===== src/dss_pkg.sv =====
// Shared types and constants for the diffusion stencil step block.
// Depends on nothing; every other file of the block imports it.
package dss_pkg;

   localparam logic CMD_SAMPLE = 1'b0;
   localparam logic CMD_FLUSH  = 1'b1;

   localparam logic [1:0] CSR_COLS = 2'd0;
   localparam logic [1:0] CSR_ROWS = 2'd1;
   localparam logic [1:0] CSR_GAIN = 2'd2;

   localparam logic [8:0]  COLS_RESET = 9'd200;
   localparam logic [10:0] ROWS_RESET = 11'd200;
   localparam logic [15:0] GAIN_RESET = 16'd6554;

   localparam int MIN_DIM    = 5;
   localparam int GAIN_SHIFT = 18;
   localparam int QUEUE_DEPTH = 8;

   typedef struct packed {
      logic        command;
      logic [31:0] sample;
   } req_type;

   typedef struct packed {
      logic [31:0] new_value;
      logic [9:0]  cell_row;
      logic [7:0]  cell_col;
      logic        frame_end;
   } rsp_type;

   typedef struct packed {
      logic       valid;
      logic       interior;
      logic [9:0] cell_row;
      logic [7:0] cell_col;
      logic       frame_end;
   } work_type;

   typedef struct packed {
      logic signed [31:0] north;
      logic signed [31:0] south;
      logic signed [31:0] west;
      logic signed [31:0] east;
      logic signed [31:0] center;
   } taps_type;

endpackage


===== src/dss_calc.sv =====
// Back part: Laplacian sum, gain multiply, floor, add and saturation.
// Depends on dss_pkg.
module dss_calc import dss_pkg::*; (
   input  logic        clock,
   input  logic        reset,
   input  work_type    work,
   input  taps_type    taps,
   input  logic [15:0] gain,
   output logic        push,
   output rsp_type     result,
   output logic [1:0]  busy
);

   work_type           w2_ff, w3_ff;
   logic signed [31:0] c2_ff, c3_ff;
   logic signed [34:0] lap2_ff, lap_in;
   logic signed [51:0] prod3_ff;
   logic signed [33:0] delta;
   logic signed [35:0] sum;
   logic signed [31:0] sat;

   always_comb begin
      lap_in = 35'(taps.north) + 35'(taps.south) + 35'(taps.west) + 35'(taps.east)
             - (35'(taps.center) <<< 2);
   end

   always_ff @(posedge clock) begin
      if (reset) begin
         w2_ff <= '0;
         w3_ff <= '0;
      end else begin
         w2_ff <= work;
         w3_ff <= w2_ff;
      end
   end

   always_ff @(posedge clock) begin
      c2_ff    <= taps.center;
      lap2_ff  <= lap_in;
      c3_ff    <= c2_ff;
      prod3_ff <= 52'($signed({1'b0, gain}) * lap2_ff);
   end

   always_comb begin
      delta = 34'(prod3_ff >>> GAIN_SHIFT);
      sum   = 36'(c3_ff) + 36'(delta);
      if (sum > 36'sh07FFFFFFF) sat = 32'sh7FFFFFFF;
      else if (sum < -36'sh080000000) sat = 32'sh80000000;
      else sat = 32'(sum);
   end

   assign push             = w3_ff.valid;
   assign result.new_value = w3_ff.interior ? sat : c3_ff;
   assign result.cell_row  = w3_ff.cell_row;
   assign result.cell_col  = w3_ff.cell_col;
   assign result.frame_end = w3_ff.frame_end;
   assign busy             = 2'(w2_ff.valid) + 2'(w3_ff.valid);

endmodule


===== config.mk =====
export PLATFORM = sky130hd
export DESIGN_NAME = dss_calc
export DESIGN_NICKNAME = d
export VERILOG_FILES = /design/src/dss_pkg.sv /design/src/dss_calc.sv
export SDC_FILE = /design/constraint.sdc
export NUM_CORES = 2
export LEC_CHECK = 0
export ABC_AREA = 1
export BUFFER_PORTS_ARGS = -buffer_cell sky130_fd_sc_hd__clkbuf_2
export CORE_AREA = 4 4 258 260
export CTS_CLUSTER_DIAMETER = 30
export DETAILED_ROUTE_END_ITERATION = 10
export DIE_AREA = 0 0 262 264
export PLACE_DENSITY = 0.64
export SLEW_MARGIN = 20
export SYNTH_ARGS = -nofsm -noshare
export SYNTH_HDL_FRONTEND = slang
export SYNTH_SLANG_ARGS = --single-unit

===== constraint.sdc =====
create_clock -name clock -period 17.1 [get_ports clock]
set_clock_uncertainty 0.15 [all_clocks]
set_input_delay 4.275 -clock clock [delete_from_list [all_inputs] [get_ports clock]]
set_output_delay 4.275 -clock clock [all_outputs]
set_load 0.01 [all_outputs]

Yosys cells after proc, flatten, opt, wreduce, memory -nomap -nowiden
Index checks and enable logic that the tools add are counted.
- add/sub/neg operators: 6
- multiplexer cells: 3
- multipliers: 1
- order comparisons: 2
- operator list (cell ; count):
    32-bit two-way mux ; 3
    17-bit by 35-bit multiplier with 52-bit output ; 1
    32-bit by 34-bit adder with 35-bit output ; 1
    34-bit by 32-bit adder with 35-bit output ; 1
    35-bit by 32-bit greater-than comparator with 1-bit output (second input constant) ; 1
    35-bit by 32-bit less-than comparator with 1-bit output (second input constant) ; 1
    35-bit by 34-bit subtractor with 35-bit output ; 1
    33-bit by 32-bit adder with 34-bit output ; 1
    32-bit by 32-bit adder with 33-bit output ; 1
    1-bit by 1-bit adder with 2-bit output ; 1
- output and inout port bits: 54
- logic and storage cells: 26
- bits in registers: 193
- bits of input ports: 199

Logic depth before layout (Yosys ltp)
- word-level depth: 5
- depth in mapped cells: 29
- gate-level depth less buffers: 27

Worst setup path before layout
OpenSTA, ideal clock, no wires.
- path kind: input-to-reg
- start point: in gain[6]
- end point: reg prod3_ff[47]
- buffers on the path: 2
- required time: 16.878 ns
- arrival: 9.458 ns
- stages on the path: 20
- setup time: 0.072 ns
- slack: 7.420 ns
- cell sequence: clkbuf_1 > clkbuf_1 > nand2_1 > fa_1 > inv_1 > fa_1 > fa_1 > fa_1 > fa_1 > inv_1 > fa_1 > inv_1 > ha_1 > nand2_1 > nor2_1 > inv_1 > nor4_1 > nand3_1 > nand3_1 > xor2_1
- cells in the longest elaborated chain, start to end: 1
- ends and longest elaborated chain (item ; RTL line ; RTL):
    start, declared ; dss_calc.sv:8 ; input logic [15:0] gain,
    17-bit by 35-bit multiplier with 52-bit output ; dss_calc.sv:41 ; prod3_ff <= 52'($signed({1'b0, gain}) * lap2_ff);
    end signal, assigned ; dss_calc.sv:41 ;
    end, declared ; dss_calc.sv:17 ; logic signed [51:0] prod3_ff;
Every way passes these cells.
A chain may end at the register's enable or synchronous reset.

Worst setup path in the final report
- start point: in gain[2]
- end point: reg prod3_ff[43]
The elaborated chain is that of the path after synthesis.

==> results.cfg <==
[routing]
wl_per_cell_um = 19.1
vias_per_cell = 5.06
drt-total-wl_um = 95100
met2_length_um = 43800
drtPass1Iterations = 6
wl_met1_um = 42400
dr_wl_met3_um = 6700
top_layer = met4
drc_errors = 0
first_iter_violations = 1854
num_vias = 25161
antenna_left = 0

[sta]
setup-violations-final = 0
hold_viol = 0
fin_crit_sh_pct = 60.6
rsz0062_at_grt = false
drv_slew = 0
fmax_mhz = 96.5
tightest_slew_ns = 1.13
relSlewSlack_pct = 24.3
fin_setup_tns_ns = 0
layout_min_cycle_time_ns = 10.37

[critical_path]
critPathMaxFanout = 35
cp_slowest_cell = fa_1
path_common_cell = fa_1
endpoint = prod3_ff[43]
r2r-start = lap2_ff[18]
arrival_ns = 10.58
worst_path_largest_cell_delay_ns = 0.89
path_cells = clkbuf_2 > nand2_1 > inv_1 > fa_1 > fa_1 > fa_1 > fa_1 > fa_1 > inv_1 > fa_1 > inv_1 > ha_1 > nand2_1 > nor2_1 > inv_1 > nor2_1 > inv_1 > nor2_1 > o21ai_0 > nand3_1 > xor2_1
crit_type = input pin to flip-flop
start_kind = input pin
worstPathRequired_ns = 17.31
worstSetupEndpointType = flip-flop
crit_start = gain[2]
r2r_end = prod3_ff[46]
rr_worst_depth = 20
r2r_slack_ns = 10.36

[synth]
avgSynthCellArea_um2 = 7.81
ys_ff_latch = 175
synth_nets = 5011
netlist_area_um2 = 31200
ys.flop_type = dfxtp_1
async_flop_share_pct = 0
ys_types = 38
synthCells = 3991
ys_warn_count = 0
synth-edff-count = 0
yosysSeqAreaShare_pct = 11.2

[global_routing]
overflow = 0
grt_use_total_pct = 28.4
grt_pass1_wl_um = 150000
grt_max_degree = 43
antenna_found_initial = 3
grt_pass1_vias = 26123

[final_layout]
layout-drive-gt1-share_pct = 7.72
final_cell_count_no_fill = 4977
nFillCells = 6203
synthToLayoutAreaGrowth_pct = 7.42
fin_nets = 5127
final_util_pct = 52.2
regArea_um2 = 3500
multi_input_area_um2 = 22700

[clock_network]
clock_sinks = 175
numCtsBuffers = 17
ctsHoldBuffers = 0
clk_pin_slew_worst_paths_ns = 0.08
cts_buffer_depth = 2
cts_tree = yes
h-tree-depth = 4
post_cts_buffers = 0
clock_latency_ns = 0.46
cts-resized-gates = 0
root_buffer = clkbuf_16

[placed_design]
place_inst = 4943
io_buffers = 252
gp_congestion = 1.02
dp_hpwl_um = 79800

[floorplan]
die_w_um = 262
start_util_pct = 48.6
num_io_pins = 253
core_area_um2 = 64100
dieArea_um2 = 69200
fp.dieH_um = 264
rows = 93

[worst_hold_path]
hold_path_class = flip-flop to flip-flop

[status]
status = finished clean

[flow_run]
max_cap_viol_count = 0
## worst max-delay path, delay by kind of cell
family,cells,cell delay (ns)
and+or+nand+nor,6,0.97
buffers and inverters,6,1.15
xor gates and xnor gates,1,0.21
AOI/OAI and AO/OA,1,0.12
adders and majority gates,7,3.81
## cell type report
class,count,share of cell area [%]
Multi-Input combinational cell,2539,68.0
Inverter,1110,12.5
Tap cell,855,3.20
Timing Repair Buffer,264,4.04
Clock buffer,18,1.28
Antenna cell,2,0.0150
Clock inverter,14,0.583
Sequential cell,175,10.5
## logic make-up (layout without fill, tap and decap cells)
family	after synthesis	count (layout)	share of synthesized area, %
compound gates	316	316	5.82
simple gates	1308	1308	16.4
xor+xnor	94	94	2.64
buf+inv	1277	1406	15.7
fa+ha+maj	821	821	48.1
other cells	0	2	0
flops	175	175	11.2
## how the worst min path moves through the flow
stage	start	endpoint	cells past startpoint
floorplan	c2_ff[0]	c3_ff[0]	0
global placement	c2_ff[7]	c3_ff[7]	0
detailed placement	c2_ff[11]	c3_ff[11]	0
CTS	c2_ff[11]	c3_ff[11]	0
global route	c2_ff[8]	c3_ff[8]	0
finish	c2_ff[26]	c3_ff[26]	0
## stage by stage
step	hold slack [ns]	worst slack [ns]	cell area (um2)
after floorplan	0.160	7.42	31200
after global placement	0.161	6.32	32800
after global routing	0.184	6.38	33500
final	0.170	6.73	33500
after CTS	0.179	6.80	33500
after detailed placement	0.163	6.35	32800
## synth_stat cells, types with 2 or more instances
cell type / count / share of area, %
nor2_2: 3 / 0.060
nor4_1: 8 / 0.16
a21boi_0: 4 / 0.096
clkbuf_1: 141 / 1.7
a21oi_2: 6 / 0.17
o21bai_1: 17 / 0.41
xnor2_1: 38 / 1.1
fa_1: 629 / 40
nand2_1: 959 / 12
inv_1: 1110 / 13
ha_1: 192 / 7.7
buf_4: 22 / 0.53
and3_1: 3 / 0.060
o21ai_2: 2 / 0.056
a21o_1: 22 / 0.53
dfxtp_1: 175 / 11
nand4_1: 15 / 0.30
a31oi_1: 19 / 0.38
nand3_2: 3 / 0.096
nand2_2: 6 / 0.12
a211oi_1: 2 / 0.048
o21a_1: 11 / 0.27
o21ai_0: 62 / 1.0
o31ai_1: 2 / 0.048
a21oi_1: 161 / 2.6
buf_6: 4 / 0.14
nor2_1: 235 / 2.8
nor3_1: 19 / 0.31
nand3_1: 56 / 0.90
xor2_1: 56 / 1.6
a221oi_1: 2 / 0.056
## cells in the final DEF (no fill, tap or decap), types with 3 or more instances in the layout
| cell type | instances |
|---|---|
| a21boi_0 | 4 |
| a21oi_1 | 161 |
| o21bai_1 | 17 |
| fa_1 | 629 |
| o21a_1 | 11 |
| xor2_1 | 56 |
| nand3_1 | 56 |
| nor3_1 | 19 |
| clkbuf_2 | 252 |
| nand2_2 | 6 |
| nand3_2 | 3 |
| a21oi_2 | 6 |
| buf_4 | 12 |
| ha_1 | 192 |
| clkbuf_16 | 17 |
| nor4_1 | 8 |
| clkinv_8 | 4 |
| o21ai_0 | 62 |
| inv_1 | 1110 |
| nor2_2 | 3 |
| dfxtp_1 | 175 |
| nand2_1 | 959 |
| a21o_1 | 22 |
| and3_1 | 3 |
| nor2_1 | 235 |
| inv_6 | 4 |
| nand4_1 | 15 |
| a31oi_1 | 19 |
| xnor2_1 | 38 |
## per-layer routing
layer  up-vias  track usage [%]
met3       125             4.14
li1      11675                -
met1     12467             41.1
met5         -                0
met4         0             6.53
met2       894             45.4
## flip-flops by register name, summed over array words and instances, names as in the netlist
register	cells
prod3_ff	34
w3_ff	1
push	1
result	19
c3_ff	32
w2_ff	21
lap2_ff	35
c2_ff	32
Power is not shown: default switching activity piles up to over one toggle a cycle in this logic, so the estimate is an artifact.
