==> src/dss_pkg.sv <==
// Shared types and constants for the diffusion stencil step block.
// Depends on nothing; every other file of the block imports it.
package dss_pkg;

   localparam logic CMD_SAMPLE = 1'b0;
   localparam logic CMD_FLUSH  = 1'b1;

   localparam logic [1:0] CSR_COLS = 2'd0;
   localparam logic [1:0] CSR_ROWS = 2'd1;
   localparam logic [1:0] CSR_GAIN = 2'd2;

   localparam logic [8:0]  COLS_RESET = 9'd200;
   localparam logic [10:0] ROWS_RESET = 11'd200;
   localparam logic [15:0] GAIN_RESET = 16'd6554;

   localparam int MIN_DIM    = 5;
   localparam int GAIN_SHIFT = 18;
   localparam int QUEUE_DEPTH = 8;

   typedef struct packed {
      logic        command;
      logic [31:0] sample;
   } req_type;

   typedef struct packed {
      logic [31:0] new_value;
      logic [9:0]  cell_row;
      logic [7:0]  cell_col;
      logic        frame_end;
   } rsp_type;

   typedef struct packed {
      logic       valid;
      logic       interior;
      logic [9:0] cell_row;
      logic [7:0] cell_col;
      logic       frame_end;
   } work_type;

   typedef struct packed {
      logic signed [31:0] north;
      logic signed [31:0] south;
      logic signed [31:0] west;
      logic signed [31:0] east;
      logic signed [31:0] center;
   } taps_type;

endpackage

==> src/dss_queue.sv <==
// Result queue that holds finished items until the consumer pops them.
// Depends on dss_pkg.
module dss_queue import dss_pkg::*; (
   input  logic    clock,
   input  logic    reset,
   input  logic    push,
   input  rsp_type push_data,
   input  logic    pop,
   output logic    empty,
   output rsp_type head,
   output logic [$clog2(QUEUE_DEPTH):0] count
);

   localparam int IW = $clog2(QUEUE_DEPTH);

   rsp_type        slot_ff [0:QUEUE_DEPTH-1];
   logic [IW-1:0]  wr_ff, wr_in, rd_ff, rd_in;
   logic [IW:0]    count_ff, count_in;
   logic           rd_en;

   assign rd_en = pop && (count_ff != '0);

   always_comb begin
      wr_in    = push ? wr_ff + 1'b1 : wr_ff;
      rd_in    = rd_en ? rd_ff + 1'b1 : rd_ff;
      count_in = count_ff + (IW+1)'(push) - (IW+1)'(rd_en);
   end

   always_ff @(posedge clock) begin
      if (reset) begin
         wr_ff <= '0; rd_ff <= '0; count_ff <= '0;
      end else begin
         wr_ff <= wr_in; rd_ff <= rd_in; count_ff <= count_in;
      end
   end

   always_ff @(posedge clock) begin
      if (push) slot_ff[wr_ff] <= push_data;
   end

   assign empty = (count_ff == '0);
   assign head  = slot_ff[rd_ff];
   assign count = count_ff;

   a_no_overflow: assert property (@(posedge clock) disable iff (reset)
      push |-> (count_ff != (IW+1)'(QUEUE_DEPTH) || rd_en))
      else $error("item pushed into a full queue");
   a_drain: assert property (@(posedge clock) disable iff (reset)
      (rd_en && !push) |=> count_ff == $past(count_ff) - 1'b1)
      else $error("queue count did not drop on pop");
   a_reset_empty: assert property (@(posedge clock) reset |=> empty)
      else $error("queue not empty after reset");

endmodule

==> config.mk <==
export PLATFORM = sky130hd
export DESIGN_NAME = dss_queue
export DESIGN_NICKNAME = d
export VERILOG_FILES = /design/src/dss_pkg.sv /design/src/dss_queue.sv
export SDC_FILE = /design/constraint.sdc
export NUM_CORES = 1
export LEC_CHECK = 0
export BUFFER_PORTS_ARGS = -buffer_cell sky130_fd_sc_hd__buf_2
export CAP_MARGIN = 10
export CORE_MARGIN = 2
export CORE_UTILIZATION = 30
export CTS_BUF_LIST = sky130_fd_sc_hd__clkbuf_4 sky130_fd_sc_hd__clkbuf_8
export DETAILED_ROUTE_END_ITERATION = 8
export GPL_TIMING_DRIVEN = 0
export PLACE_DENSITY_LB_ADDON = 0.05
export SLEW_MARGIN = 30
export SYNTH_ARGS = -nofsm -noshare
export SYNTH_HDL_FRONTEND = slang
export SYNTH_SLANG_ARGS = --single-unit
export TNS_END_PERCENT = 20
==> constraint.sdc <==
create_clock -name clock -period 4.9 [get_ports clock]
set_input_delay 0.49 -clock clock [delete_from_list [all_inputs] [get_ports clock]]
set_output_delay 0.49 -clock clock [all_outputs]
set_load 0.01 [all_outputs]
### Yosys cells after proc, flatten, opt, wreduce, memory -nomap -nowiden

Memories as Yosys holds them, arrays and structs flattened. A register that Yosys moved wholly into a read port is not among the register bits.
Index checks and enable logic that the tools add are counted.

| storage, ports and cells | value |
|---|---|
| flip-flop bits (word level) | 10 |
| memory bits (writable) | 408 |
| input bits | 55 |
| output and inout bits | 56 |
| logic and storage cells | 15 |
| memories kept | 1 |

| operators by class | value |
|---|---|
| $add $sub $neg | 4 |
| muxes and demuxes | 4 |
| reduce and logical (&&, ||, !) cells | 3 |

Memory list:

| name | depth | bits a word | rd ports | clocked after memory_dff | wr ports | RTL line | source |
|---|---|---|---|---|---|---|---|
| slot_ff | 8 | 51 | 1 | 1 | 1 | dss_queue.sv:16 | `rsp_type slot_ff [0:QUEUE_DEPTH-1];` |

Operators by type and width:

| cell | number |
|---|---|
| $add A3 B1 Y3 const B | 2 |
| $mux W3 | 2 |
| $add A4 B1 Y4 | 1 |
| $logic_not A4 Y1 | 1 |
| $reduce_bool A4 Y1 | 1 |
| $sub A4 B1 Y4 | 1 |
| $mux W1 | 2 |
| $logic_and A1 B1 Y1 | 1 |

### Logic depth before layout (Yosys ltp)

Gate-level depths: netlist of run 1.

| logic depth | value |
|---|---|
| word-level depth | 4 |
| gate-level depth with buffers | 10 |

### Worst setup path before layout of run 1

No wires, ideal clock.

| timing | value |
|---|---|
| kind | in2reg |
| start | input push |
| end | memory slot_ff[0][0] (netlist name), enable pin |
| setup time | 523 ps |
| data arrival time | 4,063 ps |
| data required time | 4,377 ps |
| slack | 314 ps |
| stages on the path | 2 |
| path through | nand2b_1 -> nor3_1 |

| on the way | value |
|---|---|
| cells in the longest elaborated chain, start to end | 2 |

Ends and longest elaborated chain:

| item | RTL line | source |
|---|---|---|
| start, declared | dss_queue.sv:6 | `input logic push,` |
| $mux W1 | dss_queue.sv:38 | `if (push) slot_ff[wr_ff] <= push_data;` |
| $mux W1 (not written as such) | dss_queue.sv:38 |  |
| end, declared | dss_queue.sv:16 |  |

No other way between the ends.

==> impl_metrics.tcl, run 1 <==
set metrics [dict create \
    final.setup_skew_ns 0.0240 \
    multiInputGateArea_sq_um 3310 \
    required_ns 4.41 \
    period_share 0.685 \
    ys_ff_latch 421 \
    report.final.hold_viol_count 0 \
    crit_type "reg -> out" \
    layout-drive-gt1-share 0.471 \
    fin_crit_ns 3.35 \
    path_cells "buf_2 > buf_1 > mux4_2 > mux2_2 > buf_2" \
    cp_common_cell "buf_2" \
    clock_latency_ns 0.64 \
    cp-end-kind "output pin" \
    dp_hpwl_um 24600 \
    cts_made_buffers 73 \
    cts_sinks 421 \
    switching_power_mw 2.11 \
    relSlewSlack 0.371 \
    seqPwrFrac 0.486 \
    p_leak_nw 6.30 \
    grt_pass1_vias 8461 \
    design_area_sq_um 19600 \
    setup_viol 0 \
    regToRegStartpoint "wr_ff[2]$_SDFFE_PP0P_" \
    routed_wl_um 38400 \
    post_cts_buffers 0 \
    ctsLongestPathBuffers 3 \
    die_area_sq_um 55100 \
    drc_errors 0 \
    grt.overflow.total 0 \
    clkPwrFrac 0.353 \
    dr.pass1.iters 6 \
    num_rows 84 \
    rsz0062_at_grt "no" \
    tightest_slew_ns 0.943 \
    via_per_inst 4.61 \
    worstHoldEndpoint "slot_ff[3][14]$_DFFE_PP_" \
    cts_resized 0 \
    critPathBufInv 3 \
    htree_num_levels 3 \
    yosys.area.top_type_share 0.767 \
    die_height_um 235 \
    hold-path-cell-count 1 \
    placedCellCount 1508 \
    switching_share 0.250 \
    ys_warn_count 0 \
    cp_top_family "buffers and inverters" \
    regToRegSetupSlack_ns 2.65 \
    ant_nets 0 \
    cp.arrival_ns 2.86 \
    power.density_nw_per_um2 431 \
    grt_max_degree 16 \
    cap_violations 0 \
    post_dp_cell_area_sq_um 18200 \
    start_util 0.304 \
    critPathLaunchType "flip-flop" \
    p_int_mw 6.33 \
    routed-via-count 7516 \
    cts_tree "built" \
    synth_area_leaders "edfxtp_1 77%, mux4_2 14%, mux2_2 3.7%, dfxtp_1 1.6%, buf_6 0.56%" \
    holdBufCountCts 0 \
    r2r-end "slot_ff[0][40]$_DFFE_PP_" \
    antenna_found_initial 4 \
    clk_pin_slew_worst_paths_ns 0.06 \
    reg2reg_depth 6 \
    syn_nets 726 \
    ys_seq_area_frac 0.784 \
    seq_area_sq_um 12500 \
    port_buffers 110 \
    syn_area_per_cell_sq_um 24.0 \
    ios 111 \
    synth.distinct_cells 26 \
    pre_cts_slack_ns 2.16 \
    routedWlPerCell_um 23.5 \
    drt-initial-drc-count 445 \
    areaGrowthSynthToFinish_pct 22.5 \
    whs_ns 0.120 \
    hp-class "in -> reg" \
    grt_usage 0.142 \
    synth_top_area_cell "edfxtp_1" \
    p_comb_frac 0.161 \
    cts-root-buf "clkbuf_8" \
    netlist_instances 664 \
    slowest_delay_ns 0.73 \
    grt_pass1_wl_um 56300 \
    place_congestion 0.721 \
    fin_ws_ns 1.55 \
    fillers 4820 \
    min_from "push_data[14]" \
    status "complete, no violations" \
    layout.cells.non_filler 1632 \
    drv_slew 0 \
    nNetsFinal 957 \
    slowest_stage "buf_1" \
    die_x_um 235 \
    vdd_ir_drop_max_v 0.000164 \
    crit_fanout 10 \
    p_total_mw 8.44 \
    worstSetupPathDepth 5 \
    core_sq_um 52600 \
    netlist_area_sq_um 16000 \
    fmax_mhz 298 \
]
## cell type report
type,count,share of cell area
Inverter,4,0.000768
Tap cell,688,0.0440
Buffer,30,0.00921
Timing Repair Buffer,156,0.0684
Antenna cell,3,0.000384
Sequential cell,421,0.640
Multi-Input combinational cell,209,0.169
Clock inverter,27,0.00844
Clock buffer,94,0.0597
## power by group through the flow
| stage | sequential, mW | combinational [mW] | clock, mW |
|---|---|---|---|
| finish | 4.10 | 1.36 | 2.98 |
| detailed placement | 4.18 | 1.40 | 0 |
| global placement | 4.19 | 1.33 | 0 |
| global route | 4.11 | 1.48 | 3.26 |
| CTS | 4.10 | 1.41 | 3.11 |
| floorplan | 4.18 | 0.839 | 0 |
## stage by stage
stage / TNS (ns) / util
final: 0 / 0.372
after global placement: -1014.34 / 0.331
after CTS: 0 / 0.372
after detailed placement: 0 / 0.347
after floorplan: 0 / -
after global routing: 0 / 0.372
## worst max-delay path by stage
stage	start	end
finish	flip-flop	head[45]
global route	flip-flop	head[27]
CTS	flip-flop	head[27]
detailed placement	flip-flop	head[27]
global placement	push	slot_ff[0][12]$_DFFE_PP_
floorplan	push	slot_ff[0][0]$_DFFE_PP_
## synthesized netlist by cell type, drive strengths merged
| library cell | number |
|---|---|
| a21oi | 4 |
| a31o | 1 |
| buf | 18 |
| clkbuf | 12 |
| dfxtp | 13 |
| edfxtp | 408 |
| fa | 1 |
| ha | 6 |
| inv | 4 |
| mux2 | 53 |
| mux2i | 4 |
| mux4 | 102 |
| nand2 | 4 |
| nand2b | 8 |
| nand3 | 1 |
| nor2 | 14 |
| nor2b | 3 |
| nor3 | 2 |
| nor3b | 1 |
| o21ai | 1 |
| or3 | 1 |
| xnor2 | 1 |
| xor2 | 2 |
## metal layers
layer / up-vias / wire (um) / global-route usage
met3: 46 / 2160 / 0.0363
met1: 3975 / 16500 / 0.182
met2: 201 / 19100 / 0.234
li1: 3290 / - / -
met4: 4 / 620 / 0.0514
met5: - / 27 / 0
## kinds of logic (layout without fill, tap and decap cells)
family / after synthesis / after routing / share of synthesized area
adder cells (fa/ha/maj): 7 / 7 / 0.00596
AO/OA/AOI/OAI: 6 / 6 / 0.00212
AND/OR/NAND/NOR: 34 / 34 / 0.0107
XOR/XNOR: 3 / 3 / 0.00165
multiplexers: 159 / 159 / 0.184
other: 0 / 3 / 0
flip-flops: 421 / 421 / 0.784
buffers and inverters: 34 / 311 / 0.0122
## flip-flops by register name, indices dropped and copies added, names as in the netlist, named ones only
name     cells
rd_ff        3
slot_ff    408
wr_ff        3
count        4
## placed cells by master, fill, tap and decap left out, types with 6 or more instances in the layout
cell type / instances
buf_4: 19
ha_1: 6
clkbuf_8: 74
dfxtp_1: 13
clkinv_1: 11
clkinv_2: 9
buf_2: 113
clkbuf_1: 12
nor2_4: 6
buf_6: 12
nand2b_1: 8
nor2_1: 8
buf_1: 6
mux4_2: 102
mux2_2: 53
edfxtp_1: 408
clkbuf_4: 20
buf_16: 19
Note: power is estimated with default switching activity, not from simulation.
==> run 2: changes to the inputs <==
- clock period: 4.9 -> 3.1 ns (I/O delays scaled with it)
==> run 2 against run 1 <==
Against the previous run:
- sequential power up 58%
- critical path depth is 1 lower
- via count rose by 2.4%
- total power increased by 61%
- cell count is 2.8% higher
- clock power up 64%
- critical path type unchanged
- highest routed layer is now met4
==> impl_metrics.tcl, run 2 (synthesis results as in run 1) <==
set metrics [dict create \
    status "complete, no violations" \
    slowest_stage "buf_1" \
    regMostFlops "slot_ff" \
    routedWlPerCell_um 23.0 \
    layout_commonest_cell "edfxtp_1" \
    crit_type "reg -> out" \
    areaGrowthSynthToFinish_pct 26.3 \
    dr.pass1.iters 4 \
    cp-end-kind "output pin" \
    ios 111 \
    setup_viol 0 \
    cts_made_buffers 73 \
    die_area_sq_um 55100 \
    cts_sinks 421 \
    vdd_ir_drop_max_v 0.000231 \
    grt_max_degree 15 \
    required_ns 2.79 \
    path_cells "buf_1 > buf_1 > mux2_2 > buf_2" \
    critPathLaunchType "flip-flop" \
    drv_slew 0 \
    hp-class "in -> reg" \
    largest_register_ffs 408 \
    slowest_delay_ns 0.75 \
    drt-initial-drc-count 411 \
    ant_nets 0 \
    dp_hpwl_um 25100 \
    grt_usage 0.142 \
    fmax_mhz 338 \
    report.final.hold_viol_count 0 \
    power.density_nw_per_um2 673 \
    ctsLongestPathBuffers 3 \
    num_antenna_cells 0 \
    cap_violations 0 \
    cp_common_cell "buf_1" \
    fin_ws_ns 0.145 \
    final.setup_skew_ns 0.0329 \
    cts-root-buf "clkbuf_8" \
    cp.arrival_ns 2.64 \
    via_per_inst 4.59 \
    placedCellCount 1498 \
    p_total_mw 13.6 \
    post_cts_buffers 0 \
    tightest_slew_ns 0.939 \
    drc_errors 0 \
    grt.overflow.total 0 \
    layout.cells.non_filler 1677 \
    relSlewSlack 0.374 \
    die_height_um 235 \
    routed-via-count 7693 \
    die_x_um 235 \
    clock_latency_ns 0.64 \
    cp_top_family "buffers and inverters" \
    setup_tns_ns 0 \
    antenna_found_initial 0 \
    routed_wl_um 38500 \
    pre_cts_slack_ns 0.479 \
    critPathBufInv 3 \
    grt_pass1_vias 8635 \
    clk_pin_slew_worst_paths_ns 0.06 \
    port_buffers 110 \
    design_area_sq_um 20200 \
    p_leak_nw 6.54 \
    core_sq_um 52600 \
    fin_crit_ns 2.95 \
    post_dp_cell_area_sq_um 18200 \
    crit_fanout 10 \
    layout-drive-gt1-share 0.454 \
    start_util 0.304 \
    rsz0062_at_grt "yes" \
    place_congestion 0.682 \
    num_rows 84 \
    final_cell_mix "408 x edfxtp_1, 113 x buf_2, 102 x mux4_2" \
    htree_num_levels 3 \
    grt_pass1_wl_um 56700 \
    period_share 0.953 \
    nNetsFinal 998 \
    cts_tree "built" \
]
[run 2: cell count changes in the layout (fill, tap and decap cells not counted), sizes merged]
| cell | previous run | this run |
|---|---|---|
| dlygate4sd3 | 0 | 51 |
| inv | 7 | 8 |
| diode | 3 | 0 |
| buf | 174 | 163 |
| bufinv | 1 | 2 |
| clkdlybuf4s15 | 0 | 4 |
| clkbuf | 106 | 103 |
| clkinv | 20 | 25 |
[run 2: timing repair]
| action | in CTS | in global routing |
|---|---|---|
| endpoints found under the hold margin | 408 | 0 |
| hold buffers | 51 | 0 |
| endpoints found under the setup margin | 51 | 11 |
| resized for setup | 12 | 6 |
| gates cloned | 0 | 0 |
[run 2: stage by stage]
step	util	hold slack, ns
after floorplan	-	0.409
after detailed placement	0.346	0.507
after CTS	0.384	0.00868
final	0.384	0.0652
after global routing	0.384	0.0593
after global placement	0.331	0.491
[run 2: worst min-delay path, cell delays in order]
cell     delay [ns]
buf_2          0.16
mux2i_1        0.09
nor2_1         0.09
[run 2: path summary, 6_finish.rpt]
| path | from | endpoint | slack [ns] | depth (start not counted) |
|---|---|---|---|---|
| worst min register to register | rd_ff[1]$_SDFFE_PP0P_ | rd_ff[1]$_SDFFE_PP0P_ | 0.51 | 2 |
| worst max register to register | wr_ff[2]$_SDFFE_PP0P_ | slot_ff[0][49]$_DFFE_PP_ | 0.95 | 5 |
| worst max-delay path | flip-flop | head[22] | 0.15 | 4 |
| worst min-delay path | push | wr_ff[1]$_SDFFE_PP0P_ | 0.07 | 3 |
[run 2: cell type report]
class / count / area [sq um]
Fill cell: 4737 / 32400
Sequential cell: 421 / 12500
Multi-Input combinational cell: 209 / 3330
Timing Repair Buffer: 197 / 1820
Clock buffer: 94 / 1180
Tap cell: 688 / 861
Clock inverter: 34 / 229
Buffer: 30 / 216
Inverter: 4 / 15.0
[run 2: where the power goes]
group / switching [mW] / total (mW) / leakage, nW / internal, mW
Clock: 2.21 / 4.89 / 0.748 / 2.67
Combinational: 1.12 / 2.20 / 1.98 / 1.08
Sequential: 0.0607 / 6.48 / 3.81 / 6.42
[run 2: routing by layer]
layer  GRT usage  vias to the layer above  wire (um)
li1            -                     3375          -
met1       0.183                     4073      16700
met2       0.236                      195      19100
met3      0.0350                       50       1980
met4      0.0479                        0        680
met5           0                        -          0
